<file path="src/rtl/core/des_pkg.sv">
// Shared types and sizing for the descending exchange sorter.
package des_pkg;

  // Number of cells in the sorting chain (values held per set).
  localparam int unsigned SetSize = 16;

  typedef logic signed [7:0] value_t;

  // Per-cycle command broadcast to every cell of the chain.
  typedef struct packed {
    logic insert;  // place the incoming value at its sorted position
    logic shift;   // move every value one cell toward the head
  } cell_ctrl_t;

endpackage

</file>
<file path="src/rtl/core/descending_exchange_sorter.sv">
// Top level of the descending exchange sorter: cell chain and run control.
//
// Values enter one per cycle: a request is taken when start is high and busy
// is low, and the chain of SetSize cells places it at its sorted position in
// that same cycle. A request marked final_item_i starts the run: beginning in
// the next cycle, busy is high and the held values come out largest first,
// one per cycle on valid_o, until every held value (1..SetSize of them) is
// out; the chain shifts one cell toward the head each cycle. run_end_o marks
// the smallest value. Values beyond SetSize
// are dropped and overflowed_o is high on every result of that run. The
// receiver cannot stall; results are driven straight from the head cell.
module descending_exchange_sorter (
  input  logic            clk_i,
  input  logic            rst_ni,
  input  logic            start,
  output logic            busy,
  input  des_pkg::value_t value_i,
  input  logic            final_item_i,
  output logic            valid_o,
  output des_pkg::value_t sorted_value_o,
  output logic            run_end_o,
  output logic            overflowed_o
);
  import des_pkg::*;

  value_t     cell_value [SetSize];
  logic       cell_valid [SetSize];
  logic       cell_push  [SetSize];
  cell_ctrl_t ctrl;

  logic emit_q, emit_d;
  logic ovf_q, ovf_d;
  logic accept, full;

  assign accept = start && !emit_q;
  assign full   = cell_valid[SetSize-1];

  assign ctrl.insert = accept && !full;
  assign ctrl.shift  = emit_q;

  for (genvar i = 0; i < SetSize; i++) begin : g_cell
    value_t left_value, right_value;
    logic   left_valid, left_push, right_valid;

    if (i == 0) begin : g_head
      assign left_value = '0;
      assign left_valid = 1'b0;
      assign left_push  = 1'b0;
    end else begin : g_mid
      assign left_value = cell_value[i-1];
      assign left_valid = cell_valid[i-1];
      assign left_push  = cell_push[i-1];
    end

    if (i == SetSize - 1) begin : g_tail
      assign right_value = '0;
      assign right_valid = 1'b0;
    end else begin : g_body
      assign right_value = cell_value[i+1];
      assign right_valid = cell_valid[i+1];
    end

    des_cell u_cell (
      .clk_i        (clk_i),
      .rst_ni       (rst_ni),
      .ctrl_i       (ctrl),
      .new_value_i  (value_i),
      .left_value_i (left_value),
      .left_valid_i (left_valid),
      .left_push_i  (left_push),
      .right_value_i(right_value),
      .right_valid_i(right_valid),
      .value_o      (cell_value[i]),
      .valid_o      (cell_valid[i]),
      .push_o       (cell_push[i])
    );
  end

  // Last result of the run: nothing left behind the head cell.
  assign run_end_o = emit_q && !cell_valid[1];

  always_comb begin
    emit_d = emit_q;
    ovf_d  = ovf_q;
    if (emit_q) begin
      if (run_end_o) begin
        emit_d = 1'b0;
        ovf_d  = 1'b0;
      end
    end else if (accept) begin
      if (full) ovf_d = 1'b1;
      if (final_item_i) emit_d = 1'b1;
    end
  end

  always_ff @(posedge clk_i or negedge rst_ni) begin
    if (!rst_ni) begin
      emit_q <= 1'b0;
      ovf_q  <= 1'b0;
    end else begin
      emit_q <= emit_d;
      ovf_q  <= ovf_d;
    end
  end

  assign busy           = emit_q;
  assign valid_o        = emit_q;
  assign sorted_value_o = cell_value[0];
  assign overflowed_o   = ovf_q;

endmodule

</file>
<file path="src/rtl/core/des_cell.sv">
// One cell of the sorting chain: holds one value and its valid bit.
module des_cell (
  input  logic               clk_i,
  input  logic               rst_ni,
  input  des_pkg::cell_ctrl_t ctrl_i,
  input  des_pkg::value_t    new_value_i,
  input  des_pkg::value_t    left_value_i,
  input  logic               left_valid_i,
  input  logic               left_push_i,
  input  des_pkg::value_t    right_value_i,
  input  logic               right_valid_i,
  output des_pkg::value_t    value_o,
  output logic               valid_o,
  output logic               push_o
);
  import des_pkg::*;

  value_t value_q, value_d;
  logic   valid_q, valid_d;

  // Incoming value belongs at or before this cell.
  assign push_o = !valid_q || (new_value_i > value_q);

  always_comb begin
    value_d = value_q;
    valid_d = valid_q;
    if (ctrl_i.shift) begin
      value_d = right_value_i;
      valid_d = right_valid_i;
    end else if (ctrl_i.insert) begin
      if (left_push_i) begin
        value_d = left_value_i;
        valid_d = left_valid_i;
      end else if (push_o) begin
        value_d = new_value_i;
        valid_d = 1'b1;
      end
    end
  end

  always_ff @(posedge clk_i or negedge rst_ni) begin
    if (!rst_ni) begin
      valid_q <= 1'b0;
    end else begin
      valid_q <= valid_d;
    end
  end

  always_ff @(posedge clk_i) begin
    value_q <= value_d;
  end

  assign value_o = value_q;
  assign valid_o = valid_q;

endmodule

</file>
<file path="config.mk">
export PLATFORM = sky130hd
export DESIGN_NAME = descending_exchange_sorter
export DESIGN_NICKNAME = d
export VERILOG_FILES = /design/src/rtl/core/des_pkg.sv /design/src/rtl/core/descending_exchange_sorter.sv /design/src/rtl/core/des_cell.sv
export SDC_FILE = /design/constraint.sdc
export NUM_CORES = 1
export LEC_CHECK = 0
export BUFFER_PORTS_ARGS = -buffer_cell sky130_fd_sc_hd__buf_2
export CORE_AREA = 2 2 161 163
export DETAILED_ROUTE_END_ITERATION = 12
export DIE_AREA = 0 0 163 165
export GPL_TIMING_DRIVEN = 0
export SYNTH_ARGS = -nofsm -noshare
export SYNTH_HDL_FRONTEND = slang
export SYNTH_SLANG_ARGS = --single-unit
</file>
<file path="constraint.sdc">
create_clock -name clk_i -period 3 [get_ports clk_i]
set_clock_uncertainty 0.2 [all_clocks]
set_input_delay 0.6 -clock clk_i [delete_from_list [all_inputs] [get_ports clk_i]]
set_output_delay 0.6 -clock clk_i [all_outputs]
set_load 0.1 [all_outputs]
</file>
# --- Yosys cells after proc, flatten, opt, wreduce, memory -nomap -nowiden ---
# Index checks and enable logic that the tools add are counted.
totals:
  rom_bits: 0
  regBits: 146
  inputBits: 12
  output_inout_bits: 12
  ram_bits: 0
  elab_cells: 257
  n_memories: 0
  latch_bits: 0
op_classes:
  n_mux: 132
  n_mul: 0
  bitwise: 0
  eq_ne: 1
  n_lt_le_gt_ge: 16
  shift: 0
  n_addsub: 0
  div: 0
  reduce_logical: 74
op_table:
  columns: ["operator", "count"]
  rows:
  - ["8-bit two-way mux", 61]
  - ["8-bit greater-than comparator", 16]
  - ["1-bit two-way mux", 71]
  - ["3-bit nonzero test", 15]
  - ["2-bit AND reduction", 17]
  - ["1-bit logical NOT", 17]
  - ["1-bit logical OR", 16]
  - ["2-bit nonzero test", 5]
  - ["1-bit logical AND", 3]
  - ["3-bit AND reduction", 1]
  - ["2-bit inequality test (second input constant)", 1]

# --- Logic depth before layout (Yosys ltp) ---
logic_depth:
  depth_word: 6
  mapped_depth: 9
  mapped_depth_nobuf: 7

# --- Cells and area by module ---
# A second synthesis with hierarchy kept.
unflattened:
  hier_cells: 1164
  area_unflattened_um2: 10978.0
modules_own_cells:
  columns: ["mod", "seq_area_each_um2", "cells_per_inst", "area_per_inst_um2", "n_inst"]
  rows:
  - ["des_cell", 265.3, 72, 679.4, 16]
  - ["descending_exchange_sorter", 50.0, 12, 107.6, 1]

# --- Worst setup path after synthesis ---
# OpenSTA, ideal clock, no wires.
synth_timing:
  path_kind: "register to output"
  from: "reg emit_q (netlist: busy)"
  to: "out run_end_o"
  path_slack_ps: -1042
  arrival_time_ps: 3242
  path_stages_with_launch: 7
  required_time_ps: 2200
  path_cell_list: "dfrtp_1 clkbuf_1 buf_2 inv_1 clkbuf_1 clkbuf_1 nor2_1"
synth_via:
  elab_chain_cells: 1
synth_lines:
  columns: ["element", "line", "rtl"]
  rows:
  - ["from (decl)", "descending_exchange_sorter.sv:31", "logic emit_q, emit_d;"]
  - ["from (signal assigned)", "descending_exchange_sorter.sv:101", "emit_q <= emit_d;"]
  - ["1-bit logical AND", "descending_exchange_sorter.sv:80", "assign run_end_o = emit_q && !cell_valid[1];"]
  - ["to (decl)", "descending_exchange_sorter.sv:21", "output logic run_end_o,"]
# Every way passes these cells.

# --- Worst setup path in the final report ---
layout_timing:
  from: "in value_i[2]"
  to: "reg g_cell[6].u_cell.value_q[2], data pin"
layout_via:
  elab_chain_cells: 5
layout_lines:
  columns: ["element", "line", "rtl"]
  rows:
  - ["from (decl)", "descending_exchange_sorter.sv:17", "input des_pkg::value_t value_i,"]
  - ["8-bit greater-than comparator", "des_cell.sv:22", "assign push_o = !valid_q || (new_value_i > value_q);"]
  - ["1-bit logical OR", "des_cell.sv:22", null]
  - ["8-bit two-way mux (*)", "des_cell.sv:31", "if (left_push_i) begin"]
  - ["8-bit two-way mux (*)", "des_cell.sv:30", "end else if (ctrl_i.insert) begin"]
  - ["8-bit two-way mux (*)", "des_cell.sv:27", "if (ctrl_i.shift) begin"]
  - ["net g_cell[6].u_cell.value_d[2]", "des_cell.sv:18", "value_t value_q, value_d;"]
  - ["to (signal assigned)", "des_cell.sv:50", "value_q <= value_d;"]
  - ["to (decl)", "des_cell.sv:18", null]
# The timed path passes the listed nets; every way through them passes the cells marked *. The select of a mux whose other input is x is not followed.
# A chain may end at the register's enable or synchronous reset.

==> flow_summary.yaml <==
die:
  io-pin-count: 24
  core_region_area_mm2: 0.0250
  die-area_mm2: 0.0269
  initial_core_util_pct: 44.6
  row_count: 58
  die_height_um: 165
  die_w_um: 163
min_path:
  timing.hold.worst.class: "primary input to flip-flop"
  holdPathEnd: "busy$_DFF_PN0_"
  min_path_cells: 3
  hold_start: "final_item_i"
synthesis:
  synthFlopType: "edfxtp_1"
  synth_unique_cells: 55
  synth_area_per_cell_um2: 9.49
  synthesized_area_fraction_occupied_by_adder_cells_pct: 13.4
  mappedNetlistArea_mm2: 0.0112
  portion_of_the_post_synthesis_area_used_by_sequential_elements_pct: 37.7
  synth_top_cell_by_area: "edfxtp_1"
  postSynthNetCount: 1310
  fraction_of_synthesized_cell_area_in_xor_and_xnor_cells_pct: 0
  combinational_family_with_the_most_area_after_synthesis: "compound AO/OA/AOI/OAI gates"
  synth_simple_gate_area_share_pct: 13.0
  async_reset_ff_share_pct: 12.3
  synth_enable_flop_cells: 120
  yosys_warnings: 0
  number_of_storage_elements_in_the_synthesis_netlist: 146
  proportion_of_synthesized_area_in_mux_cells_pct: 2.51
  post_synth_main_area_contributors: "edfxtp_1, ha_1, inv_1"
  synthesized_area_fraction_occupied_by_ao_oa_aoi_and_oai_cells_pct: 26.4
  yosysTopAreaCellShare_pct: 32.2
  syn_inst: 1178
timing:
  grt_setup_unrepaired: "no"
  hold_violations: 0
  finalSetupViolCount: 1
  worst-slew-pin-transition_ps: 1440
  final.setup.worst_slack_ps: -39.4
  timing.final.max_slew_violations: 0
  post-route-period-util_pct: 101
  max_slew_margin_vs_limit_pct: 4.02
  clock.fmax_mhz: 329
  finalCriticalPeriod_ps: 3040
placed_design:
  place.detailed.instances: 1530
  place_congestion: 0.862
  dpl.hpwl_um: 27800
  buffer_ports.inserted: 22
  dpl_worst_slack_ps: -1360
clock_tree:
  tritoncts_buffers: 17
  cts_root_buf: "clkbuf_16"
  worst_skew_late_latency_ps: 450
  total_clock_sinks: 146
  cts-htree-levels: 4
  clk_pin_slew_worst_paths_ps: 70
  cts_tree: "built"
  clock_tree.buffer_depth: 2
run_status:
  run_status: "finished with violations"
  failed_checks: "negative setup slack"
global_routing:
  grt_pass1_vias: 9853
  grt.total_usage_pct: 30.1
  antenna_found_initial: 0
  wire_length_of_the_first_global_routing_pass_um: 59700
  maximum_number_of_pins_on_one_net_before_global_route_repair: 21
  grt_overflow: 0
layout:
  instances_no_fill: 1572
  final_cell_mix: "inv_1, ha_1, edfxtp_1"
  filler_cells_inserted: 2341
  nNetsFinal: 1361
  antennaDiodeCount: 0
  flow.area_growth_from_synthesis_pct: 14.5
  area_of_the_multi_input_gates_mm2: 0.00655
  layout_commonest_cell: "inv_1"
  footprint_of_the_flip_flops_and_latches_mm2: 0.00422
  finish.utilization_pct: 51.1
  post_route_cells_drive_above_1_share_pct: 11.3
drt:
  drt_pass1_iterations: 6
  detail_route.iter0.violations: 994
  antenna_violating_nets_post_route: 0
  avgRoutedWirePerCell_um: 25.6
  vias_after_detailed_routing: 10200
  finalWirelength_um: 40200
  detail_route.vias_per_cell: 6.50
  drc: 0
worst_setup_path:
  critical_path.startpoint_type: "primary input"
  worst_r2r_path_depth: 8
  critPathRequiredTime_ps: 3110
  crit_path_max_fo: 16
  r2r_setup_slack_ps: 110
  r2r_end: "g_cell[13].u_cell.value_o[6]$_DFFE_PP_"
  end_kind: "flip-flop"
  critPathKind: "primary input to flip-flop"
  timing.critical_path.arrival_ps: 3150
  critical_path.reg2reg.startpoint: "g_cell[12].u_cell.value_o[5]$_DFFE_PP_"
power_and_ir_drop:
  static-leakage-power_nw: 5.07
  power.total_mw: 15.2
  power_density_mw_per_mm2: 1190
  max-vdd-ir-drop_mv: 0.489
job:
  max_cap_violations: 0
[logic make-up (layout without fill, tap and decap cells)]
logic type               after synthesis  count (layout)
flip-flops                           146             146
multiplexers                          28              28
AO/OA/AOI/OAI                        395             395
AND/OR/NAND/NOR                      289             289
buffers and inverters                200             264
adder cells (fa/ha/maj)              120             120
[stage by stage]
stage | setup TNS [ps] | cell area, um^2 | hold WS (ps)
6_report | -39.4 | 12800 | 208
5_1_grt | 0 | 12800 | 261
4_1_cts | -105 | 12700 | 201
3_5_place_dp | -176470 | 11800 | 257
3_3_place_gp | -170520 | 11800 | 243
2_1_floorplan | -13.9 | 11300 | 104
[worst max-delay path by stage]
stage                   startpoint                                      to  slack (ps)  cells past startpoint
floorplan           busy$_DFF_PN0_                               run_end_o         -10                      6
finish                  value_i[2]   g_cell[6].u_cell.value_o[2]$_DFFE_PP_         -40                      7
global placement        value_i[0]   g_cell[3].u_cell.value_o[3]$_DFFE_PP_       -1340                      8
CTS                     value_i[0]  g_cell[13].u_cell.value_o[1]$_DFFE_PP_         -10                      8
detailed placement      value_i[0]   g_cell[4].u_cell.value_o[3]$_DFFE_PP_       -1360                      8
global route            value_i[7]   g_cell[4].u_cell.value_o[2]$_DFFE_PP_         0.4                      9
[cells in the mapped netlist (all sizes together), types with 2 or more instances]
library cell,instances
o21ai,53
or2,6
dfxtp,8
mux2i,28
buf,16
dfrtp,18
nor3b,3
a31oi,8
o211ai,8
a21oi,32
o21a,10
nand4,26
nand3,50
and2,4
or3,24
a32oi,8
clkbuf,57
o32ai,7
and4,3
a22oi,59
o31ai,51
edfxtp,120
o2111ai,18
o2111a,2
nor2,19
nor2b,25
o22ai,2
a2111oi,4
inv,127
and3,6
a211o,2
nand2,107
o311ai,23
a31o,10
nor3,7
a41oi,49
o211a,5
nand3b,2
a21o,20
a2bb2oi,7
nand2b,4
a211oi,15
ha,120
[power breakdown]
part	total [mW]	internal [mW]	switching, mW
logic	8.35	2.76	5.59
registers	4.69	3.82	0.865
clock network	2.18	1.19	0.991
[sequential cells by signal (all words and copies together) (netlist names)]
name / count
overflowed_o: 1
g_cell.u_cell.value_o: 128
g_cell.u_cell.valid_o: 16
busy: 1
[timing repair]
action,in CTS,in global routing
gates resized for setup,44,24
buffers inserted,7,5
hold buffers,1,0
pin swaps,4,3
hold endpoints to repair,18,0
setup endpoints to repair,191,134
[final cells by class]
| class | count | area share (%) |
|---|---|---|
| multi-input cells | 832 | 51.2 |
| flip-flops and latches | 146 | 32.9 |
| inverters | 127 | 3.79 |
| clock buffers | 18 | 3.43 |
| well taps | 330 | 3.23 |
| plain buffers | 70 | 2.38 |
| repair buffers | 35 | 1.90 |
| clock inverters | 14 | 1.13 |
[layer usage]
metal / part of all wire [%] / GRT usage, % / up-vias / wire length (um)
li1: - / - / 4704 / -
met1: 42 / 40.0 / 4902 / 16900
met2: 46 / 49.4 / 503 / 18600
met3: 7.9 / 5.27 / 104 / 3170
met4: 3.8 / 11.1 / 0 / 1530
met5: 0 / 0 / - / 0
[worst max-delay path, cell delays in order]
cell	delay (ps)
buf_4	360
clkbuf_2	510
nor2b_1	190
clkbuf_1	700
nand2_1	190
o32ai_1	420
a31o_1	150
(Power assumes the default switching activity.)
